`config.mk`:
```
export PLATFORM = sky130hd
export DESIGN_NAME = multi_channel_click_classifier
export DESIGN_NICKNAME = d
export VERILOG_FILES = /design/src/hdl/mccc_pkg.sv /design/src/hdl/multi_channel_click_classifier.sv /design/src/hdl/mccc_chan.sv
export SDC_FILE = /design/constraint.sdc
export NUM_CORES = 1
export LEC_CHECK = 0
export BUFFER_PORTS_ARGS = -buffer_cell sky130_fd_sc_hd__buf_2
export CORE_MARGIN = 2
export CORE_UTILIZATION = 59
export CTS_CLUSTER_DIAMETER = 40
export CTS_CLUSTER_SIZE = 25
export DETAILED_ROUTE_END_ITERATION = 6
export HOLD_SLACK_MARGIN = 0.03
export PLACE_DENSITY = 0.78
export REMOVE_ABC_BUFFERS = 1
export SLEW_MARGIN = 20
export SYNTH_ARGS = -nofsm -noshare
export SYNTH_HDL_FRONTEND = slang
export SYNTH_SLANG_ARGS = --single-unit
```
`constraint.sdc`:
```
create_clock -name clk -period 13.3 [get_ports clk]
set_input_delay 0.665 -clock clk [delete_from_list [all_inputs] [get_ports clk]]
set_output_delay 0.665 -clock clk [all_outputs]
set_load 0.03 [all_outputs]
```
`src/hdl/mccc_pkg.sv`:
```
// Package for the multi-channel click classifier.
// Holds the operation, phase and result codes, register indexes and the item type.
// No dependencies.
`default_nettype none

package mccc_pkg;

    typedef enum logic [1:0] {
        FUNC_PRESS   = 2'd0,
        FUNC_RELEASE = 2'd1,
        FUNC_POLL    = 2'd2
    } func_t;

    typedef enum logic [1:0] {
        PH_IDLE         = 2'd0,
        PH_WAIT_RELEASE = 2'd1,
        PH_WAIT_PRESS   = 2'd2
    } phase_t;

    typedef enum logic [1:0] {
        KIND_NONE   = 2'd0,
        KIND_SINGLE = 2'd1,
        KIND_DOUBLE = 2'd2,
        KIND_LONG   = 2'd3
    } kind_t;

    localparam logic REG_DOUBLE_GAP = 1'b0;
    localparam logic REG_LONG_PRESS = 1'b1;

    localparam logic [15:0] DOUBLE_GAP_RESET = 16'd250;
    localparam logic [15:0] LONG_PRESS_RESET = 16'd800;

    localparam logic [1:0] COUNT_MAX = 2'd3;

    typedef struct packed {
        logic [1:0]  func;
        logic [3:0]  channel;
        logic [31:0] now_ms;
    } item_t;

endpackage

`default_nettype wire

```
`src/hdl/multi_channel_click_classifier.sv`:
```
// Top level of the multi-channel click classifier: stream handshakes and registers.
// Depends on mccc_pkg and mccc_chan.
//
//   Channel  | Direction | Handshake                    | Payload
//   s_axis   | in        | s_axis_tvalid/s_axis_tready  | tdata: channel, now_ms; tuser: func
//   m_axis   | out       | m_axis_tvalid/m_axis_tready  | tdata: out_channel; tuser: click_kind
//   cfg      | in        | cfg_valid/cfg_ready          | cfg_index, cfg_data
//
// Unless stalled, one item per cycle enters the input register, then the result register.
// The input register and the result register each hold one item, so one more item is
// taken while a result waits; with both full and the result held, the input stalls.
// Channel state is read combinationally and written as the item moves to the result register.
// Reset restores every channel to idle and both thresholds to their defaults.
`default_nettype none

module multi_channel_click_classifier
    import mccc_pkg::*;
#(
    parameter int CHANNELS = 14
)
(
    input  wire logic        clk,
    input  wire logic        rst_n,
    input  wire logic        s_axis_tvalid,
    output logic             s_axis_tready,
    input  wire logic [39:0] s_axis_tdata,   // channel[3:0], now_ms[35:4], zero fill
    input  wire logic [1:0]  s_axis_tuser,   // func[1:0]
    output logic             m_axis_tvalid,
    input  wire logic        m_axis_tready,
    output logic [7:0]       m_axis_tdata,   // out_channel[3:0], zero fill
    output logic [1:0]       m_axis_tuser,   // click_kind[1:0]
    input  wire logic        cfg_valid,
    output logic             cfg_ready,
    input  wire logic [0:0]  cfg_index,
    input  wire logic [15:0] cfg_data
);

    logic        in_valid_reg;
    item_t       in_item_reg;
    logic        out_valid_reg;
    logic [3:0]  out_channel_reg;
    kind_t       out_kind_reg;
    logic [15:0] double_gap_reg;
    logic [15:0] long_press_reg;

    logic  advance;
    logic  accept;
    kind_t kind;

    assign advance       = in_valid_reg && (!out_valid_reg || m_axis_tready);
    assign s_axis_tready = !in_valid_reg || !out_valid_reg || m_axis_tready;
    assign accept        = s_axis_tvalid && s_axis_tready;
    assign cfg_ready     = 1'b1;

    mccc_chan #(
        .CHANNELS(CHANNELS)
    ) u_chan (
        .clk          (clk),
        .rst_n        (rst_n),
        .req          (in_item_reg),
        .commit       (advance),
        .double_gap_ms(double_gap_reg),
        .long_press_ms(long_press_reg),
        .kind         (kind)
    );

    always_ff @(posedge clk or negedge rst_n)
    begin
        if (!rst_n)
        begin
            in_valid_reg  <= 1'b0;
            out_valid_reg <= 1'b0;
        end
        else
        begin
            if (accept)
            begin
                in_valid_reg <= 1'b1;
            end
            else if (advance)
            begin
                in_valid_reg <= 1'b0;
            end
            if (advance)
            begin
                out_valid_reg <= 1'b1;
            end
            else if (m_axis_tready)
            begin
                out_valid_reg <= 1'b0;
            end
        end
    end

    always_ff @(posedge clk)
    begin
        if (accept)
        begin
            in_item_reg.func    <= s_axis_tuser;
            in_item_reg.channel <= s_axis_tdata[3:0];
            in_item_reg.now_ms  <= s_axis_tdata[35:4];
        end
        if (advance)
        begin
            out_channel_reg <= in_item_reg.channel;
            out_kind_reg    <= kind;
        end
    end

    always_ff @(posedge clk or negedge rst_n)
    begin
        if (!rst_n)
        begin
            double_gap_reg <= DOUBLE_GAP_RESET;
            long_press_reg <= LONG_PRESS_RESET;
        end
        else if (cfg_valid)
        begin
            case (cfg_index)
                REG_DOUBLE_GAP: double_gap_reg <= cfg_data;
                REG_LONG_PRESS: long_press_reg <= cfg_data;
                default:        double_gap_reg <= double_gap_reg;
            endcase
        end
    end

    assign m_axis_tvalid = out_valid_reg;
    assign m_axis_tdata  = {4'b0000, out_channel_reg};
    assign m_axis_tuser  = out_kind_reg;

endmodule

`default_nettype wire

```
`src/hdl/mccc_chan.sv`:
```
// Per-channel gesture state and the classification of one item.
// Depends on mccc_pkg.
`default_nettype none

module mccc_chan
    import mccc_pkg::*;
#(
    parameter int CHANNELS = 14
)
(
    input  wire logic        clk,
    input  wire logic        rst_n,
    input  wire item_t       req,
    input  wire logic        commit,
    input  wire logic [15:0] double_gap_ms,
    input  wire logic [15:0] long_press_ms,
    output kind_t            kind
);

    localparam int IDX_W = (CHANNELS > 1) ? $clog2(CHANNELS) : 1;
    localparam logic [6:0] CH_LIMIT = 7'(CHANNELS);

    phase_t      phase_reg [CHANNELS];
    logic [31:0] time_reg  [CHANNELS];
    logic [1:0]  count_reg [CHANNELS];

    logic [IDX_W-1:0] idx;
    logic             in_range;
    phase_t           phase_cur;
    logic [31:0]      time_cur;
    logic [1:0]       count_cur;
    logic [31:0]      elapsed;
    phase_t           phase_next;
    logic [31:0]      time_next;
    logic [1:0]       count_next;

    assign idx      = IDX_W'(req.channel);
    assign in_range = {3'b000, req.channel} < CH_LIMIT;

    always_comb
    begin
        if (in_range)
        begin
            phase_cur = phase_reg[idx];
            time_cur  = time_reg[idx];
            count_cur = count_reg[idx];
        end
        else
        begin
            phase_cur = PH_IDLE;
            time_cur  = '0;
            count_cur = '0;
        end
    end

    assign elapsed = req.now_ms - time_cur;

    always_comb
    begin
        phase_next = phase_cur;
        time_next  = time_cur;
        count_next = count_cur;
        kind       = KIND_NONE;
        if (in_range)
        begin
            case (req.func)
                FUNC_PRESS:
                begin
                    phase_next = PH_WAIT_RELEASE;
                    time_next  = req.now_ms;
                end
                FUNC_RELEASE:
                begin
                    if (phase_cur == PH_WAIT_RELEASE)
                    begin
                        phase_next = PH_WAIT_PRESS;
                        time_next  = req.now_ms;
                        if (count_cur != COUNT_MAX)
                        begin
                            count_next = count_cur + 2'd1;
                        end
                    end
                end
                FUNC_POLL:
                begin
                    if (phase_cur == PH_WAIT_PRESS)
                    begin
                        if (elapsed >= {16'd0, double_gap_ms})
                        begin
                            phase_next = PH_IDLE;
                            count_next = '0;
                            if (count_cur == 2'd1)
                            begin
                                kind = KIND_SINGLE;
                            end
                            else if (count_cur != 2'd0)
                            begin
                                kind = KIND_DOUBLE;
                            end
                        end
                    end
                    else if (phase_cur == PH_WAIT_RELEASE)
                    begin
                        if (elapsed >= {16'd0, long_press_ms})
                        begin
                            phase_next = PH_IDLE;
                            count_next = '0;
                            kind       = KIND_LONG;
                        end
                    end
                end
                default:
                begin
                    kind = KIND_NONE;
                end
            endcase
        end
    end

    always_ff @(posedge clk or negedge rst_n)
    begin
        if (!rst_n)
        begin
            for (int i = 0; i < CHANNELS; i++)
            begin
                phase_reg[i] <= PH_IDLE;
                time_reg[i]  <= '0;
                count_reg[i] <= '0;
            end
        end
        else if (commit && in_range)
        begin
            phase_reg[idx] <= phase_next;
            time_reg[idx]  <= time_next;
            count_reg[idx] <= count_next;
        end
    end

endmodule

`default_nettype wire

```
---- After elaboration in Yosys (flattened, before gate mapping) ----
Index checks and enable logic that the tools add are counted.
storage, ports and cells
  word-level logic and storage cells ...... 129
  flip-flop bits (word level) ............. 582
  input port bits ......................... 64
  output and inout port bits .............. 13
operators by class
  order comparisons ....................... 5
  mux-type cells .......................... 47
  bitwise logic cells ..................... 2
  eq/ne operators ......................... 6
  reduce and logical (&&, ||, !) cells .... 16
  add/sub/neg operators ................... 2
operators with widths
  operator                                                    number
  bitwise mux 448 bit                                         1
  two-way mux 32 bit                                          6
  binary-select mux 32 bit (select 4 bit)                     1
  demux 32 bit (select 4 bit)                                 1
  greater-or-equal comparator 32 x 16 -> 1 bit                2
  case mux 32 bit (2 select lines)                            1
  bitwise mux 28 bit                                          2
  two-way mux 2 bit                                           26
  subtractor 32 bit                                           1
  binary-select mux 2 bit (select 4 bit)                      2
  demux 2 bit (select 4 bit)                                  1
  equality test 2 x 1 -> 1 bit, second input constant         3
  case mux 2 bit (3 select lines)                             1
  AND reduction 2 bit                                         3
  nonzero test 2 bit                                          3
  greater-or-equal comparator 5 bit, second input constant    1
  less-than comparator 5 x 1 -> 1 bit, second input constant  1
  NOT 4 -> 5 bit                                              1
  equality test 2 bit, second input constant                  2
  logical AND 1 bit                                           4
  less-than comparator 4 bit, second input constant           1
  two-way mux 1 bit                                           4
  case mux 2 bit (2 select lines)                             1
  logical OR 1 bit                                            3
  5 further kinds                                             6

---- Logic depth before layout (Yosys ltp) ----
  depth after elaboration ................. 13
  mapped depth ............................ 32
  gate-level depth less buffers ........... 25

---- Cells and area by module ----
Synthesis repeated with hierarchy kept, for this count alone.
unflattened totals
  cell total of the unflattened synthesis .. 2224
  area total of the unflattened synthesis .. 29619.7 sq um
by module, submodules not included
  module                          seq. area each (sq um)  area an instance (sq um)  instances  cells each
  mccc_chan                       12612.1                 26903.3                   1          2096
  multi_channel_click_classifier  2183.3                  2716.4                    1          128

---- Worst setup path before layout ----
No wires, ideal clock.
  kind .................................... reg-to-reg
  start point ............................. reg in_item_reg[32] (netlist bit)
  end point ............................... reg u_chan.phase_reg[10] (netlist bit)
  setup time .............................. 67 ps
  cell stages (with the launch flop) ...... 28
  clock period less this slack ............ 6024 ps
  data required time ...................... 13233 ps
  arrival time ............................ 5957 ps
  path buffers ............................ 5
  path slack .............................. 7276 ps
  cell sequence ........................... edfxtp_1 > buf_2 > buf_2 > buf_2 > clkbuf_1 > mux4_2 > a211oi_1 > ha_1 > a21oi_1 > nand2_1 > o21ai_1 > nand2_1 > a31oi_1 > o21ai_0 > xor2_1 > ha_1 > a21oi_1 > nor2b_1 > o21ai_0 > o211ai_1 > a31oi_1 > o31a_1 > o21ai_0 > nor4_1 > o21ai_0 > a21oi_1 > clkbuf_1 > mux2_2
between the ends
  longest elaborated chain between the ends .. 13
  elaborated cells on any way between the ends .. 29
  classes of those cells .................. add/sub: 1; order compare: 5; eq/ne: 2; mux: 18; bitwise: 1; reduce/logical: 2
RTL lines
  element                                                 line                                                source
  start: declaration                                      multi_channel_click_classifier.sv:39                item_t in_item_reg;
  NOT 4 -> 5 bit (implied by the code)                    mccc_chan.sv:44, mccc_chan.sv:45, mccc_chan.sv:133
  binary-select mux 32 bit (select 4 bit)                 mccc_chan.sv:45                                     time_cur = time_reg[idx];
  two-way mux 32 bit (implied by the code) (2 in series)  mccc_chan.sv:45
  two-way mux 32 bit                                      mccc_chan.sv:42                                     if (in_range)
  subtractor 32 bit                                       mccc_chan.sv:56                                     assign elapsed = req.now_ms - time_cur;
  greater-or-equal comparator 32 x 16 -> 1 bit            mccc_chan.sv:104                                    if (elapsed >= {16'd0, long_press_ms})
  two-way mux 2 bit                                       mccc_chan.sv:104
  two-way mux 2 bit                                       mccc_chan.sv:102                                    else if (phase_cur == PH_WAIT_RELEASE)
  two-way mux 2 bit                                       mccc_chan.sv:86                                     if (phase_cur == PH_WAIT_PRESS)
  case mux 2 bit (3 select lines)                         mccc_chan.sv:66                                     case (req.func)
  two-way mux 2 bit                                       mccc_chan.sv:64                                     if (in_range)
  bitwise mux 28 bit                                      mccc_chan.sv:133                                    phase_reg[idx] <= phase_next;
  end signal: indexed assignment                          mccc_chan.sv:133
  end: declaration                                        mccc_chan.sv:23                                     phase_t phase_reg [CHANNELS];
Parallel ways exist; a longest one is shown, timed or not. The select of a mux whose other input is x is not followed.
A chain may end at the register's enable or synchronous reset.

---- Worst setup path in the final report ----
  start point ............................. reg in_item_reg[34] (netlist bit)
  end point ............................... reg u_chan.phase_reg[16] (netlist bit)
Same word-level chain as after synthesis.

==> results.toml <==
[die]
start_util = 0.5959
row_count = 81
ioPinCount = 77
design.core.area_mm2 = 0.04885
die-area_mm2 = 0.05113
die_y_um = 226.1
die_w_um = 226.1

[clocking]
htree_levels = 3
cts_hold_buf = 0
clock-sinks = 582
post_cts_resized = 0
worstSkewPairLatency_ns = 0.65
clk_pin_slew_ns = 0.06
cts_tree = "done"
cts_root_buf = "clkbuf_16"
cts_buffer_depth = 3
post-cts-setup-buffers = 0
cts_buffers = 86

[logic_synthesis]
ys_warn_count = 0
synth_seq_cells = 582
synth_area_leader_cell = "dfrtp_1"
yosysUniqueCellTypes = 77
postSynthCellCount = 2758
synth_top_area_share = 0.4548
syn_area_per_cell_um2 = 10.55
ys_async_sr_fraction = 0.9244
seq_area_frac_synth = 0.5083
ys_top_cells_by_area = "dfrtp_1 (45%), nand2_1 (12%), mux2_2 (8.5%)"
synth_edf_count = 44
syn-cell-area_mm2 = 0.02911
synthFlopType = "dfrtp_1"

[drt]
ant_nets = 0
drtIter0Drc = 2436
vias = 21650
wl_per_cell_um = 22.99
first_pass_iters = 7
wirelength_um = 80610
via_per_inst = 6.173
drc = 0

[setup_path]
reg2reg_to = "u_chan.phase_reg[16]"
path_common_cell = "a21oi_1"
end_kind = "flip-flop"
max_stage_delay_ns = 0.72
path_class = "reg2reg"
crit_arrival_ns = 8.11
critical-path-slowest-cell = "buf_4"
crit_chain = "buf_4 > buf_4 > and2b_2 > a211oi_1 > ha_1 > o211ai_1 > a21oi_1 > o21ai_1 > nand2_1 > a31oi_1 > o31ai_1 > xor2_1 > ha_1 > nand4_1 > nor2_1 > a21oi_1 > o211ai_1 > a31oi_1 > o31a_1 > o21ai_0 > nor4_1 > o21ai_0 > a21oi_1 > mux2_2"
worstPathMaxFanout = 32
worstReg2RegStart = "in_item_reg[34]"
reg2reg_depth = 24
worstSetupStartpointType = "flip-flop"
crit_required_ns = 13.87
ff2ff_setup_slack_ns = 5.76

[power]
p_per_area_mw_per_mm2 = 174.7
ir_drop_v = 0.0001297
switching_share = 0.2930
intPower_mw = 4.082
combPwrFrac = 0.195
seqPwrFrac = 0.390
leakagePower_nw = 15.99
p_sw_mw = 1.692
pwr-share-clk = 0.415

[cells_and_area]
layout.nets = 2906
drive_gt1_frac = 0.2286
area_growth_syn_to_layout_pct = 13.53
largest_reg_flops = 448
antenna_cells = 0
nFillCells = 3583

[place]
hpwl_um = 47260
io_buffers = 67
place_congestion = 0.9546

[sta]
setup_viol = 0
holdWs_ns = 0.09761
min_period_ns = 7.541
tightest_slew_ns = 1.137
slew_headroom = 0.2419
hold_violations = 0
fin_tns_setup_ns = 0
rsz0062_at_grt = "no"
fin_crit_sh = 0.5670
fmax_ghz = 0.1326
slew_viol_final = 0
finClkSkew_ns = 0.03420

[global_route]
grt_pass1_wl_um = 126400
grt_max_degree = 181
overflow = 0
antenna_found_initial = 0
first_global_vias = 22600
track_usage = 0.3270

[run]
maxCapViolations = 0

[status]
status = "completed"

[hold_path]
hp-class = "in2async"
==> cells in the mapped netlist, types with 17 or more instances <==
library cell	n
mux2i_1	77
ha_1	69
edfxtp_1	44
mux4_2	107
a211oi_1	37
o21ai_0	74
a21o_1	18
dfrtp_1	529
nand2_1	923
nor2_1	105
buf_2	17
inv_1	53
nand2b_1	43
mux2_2	221
a21oi_1	79
clkbuf_1	141
==> worst max-delay path: cells and delay by family (launching register included) <==
kind | cells | cell delay [ns]
mux | 1 | 0.31
compound gates | 13 | 3.29
fa+ha+maj | 2 | 0.72
flops | 1 | 0.34
buf+inv | 2 | 1.06
simple gates | 5 | 1.43
xor+xnor | 1 | 0.27
==> how the worst max path moves through the flow <==
stage	startpoint	to	slack, ns	cells after the start
after floorplan	in_item_reg[32]	u_chan.phase_reg[20]	3.04	24
final	in_item_reg[34]	u_chan.phase_reg[16]	5.76	24
after global placement	in_item_reg[32]	u_chan.phase_reg[22]	5.91	22
after CTS	in_item_reg[32]	u_chan.phase_reg[16]	5.83	22
after global routing	in_item_reg[32]	u_chan.phase_reg[8]	5.10	25
after detailed placement	in_item_reg[32]	u_chan.phase_reg[16]	5.89	22
==> power by group through the flow <==
| stage | registers, mW | logic (mW) | clock network, mW |
|---|---|---|---|
| global route | 2.28 | 1.24 | 2.50 |
| CTS | 2.24 | 1.12 | 2.42 |
| global placement | 2.24 | 1.06 | 0 |
| finish | 2.25 | 1.13 | 2.40 |
| detailed placement | 2.27 | 1.10 | 0 |
| floorplan | 2.24 | 0.800 | 0 |
==> layout by cell type, fill, tap and decap left out, types with 8 or more instances in the layout <==
master	Yosys	final
dfrtp_1	529	529
mux4_2	107	107
inv_6	0	9
a211oi_1	37	37
inv_1	53	53
edfxtp_1	44	44
clkbuf_8	4	8
o21ai_0	74	74
nand3_1	12	10
nand2_1	923	919
xor2_1	11	11
o31ai_1	8	8
mux2_2	221	221
clkinv_4	0	12
xnor2_1	12	12
bufinv_16	0	12
o22ai_1	10	10
buf_2	17	66
nor3_1	12	9
nand2b_1	43	43
clkbuf_16	0	87
buf_4	6	39
nand4_1	10	10
a21oi_1	79	75
ha_1	69	69
clkbuf_1	141	9
dfstp_2	9	9
mux2i_1	77	76
a21o_1	18	18
nor2_1	105	99
==> per-layer routing <==
| layer | vias up | global-route usage | wire (um) |
|---|---|---|---|
| met1 | 10850 | 0.4279 | 31750 |
| met4 | 0 | 0.1558 | 4012 |
| met2 | 1080 | 0.5236 | 37840 |
| met5 | - | 0 | 0 |
| li1 | 9442 | - | - |
| met3 | 276 | 0.07065 | 7010 |
==> through the flow <==
stage          area [um^2]  utilization  power [mW]  instances  setup WS (ns)
3_5_place_dp         29910       0.6124       3.373       3346          5.893
6_report             33050       0.6765       5.773       3507          5.759
4_1_cts              33000       0.6756       5.776       3505          5.831
2_1_floorplan        28280            -       3.038       2573          3.045
5_1_grt              33050       0.6765       6.020       3507          5.095
3_3_place_gp         29910       0.6124       3.299       3346          5.906
==> cell type report <==
type / instances / area, um^2 / area share
Timing Repair Buffer: 111 / 729.5 / 0.02207
Sequential cell: 582 / 14800 / 0.4477
Clock inverter: 55 / 764.5 / 0.02313
Tap cell: 664 / 830.8 / 0.02514
Inverter: 53 / 198.9 / 0.006020
Multi-Input combinational cell: 1938 / 13410 / 0.4057
Clock buffer: 104 / 2321 / 0.07023
==> logic make-up after synthesis <==
logic type,share of synthesized area
AND/OR/NAND/NOR,0.1571
buffers and inverters,0.03563
adder cells (fa/ha/maj),0.03035
other,0.0002580
multiplexers,0.1980
XOR/XNOR,0.006920
AO/OA/AOI/OAI,0.06344
flip-flops,0.5083
No activity file was read; power rests on OpenSTA's default activity.
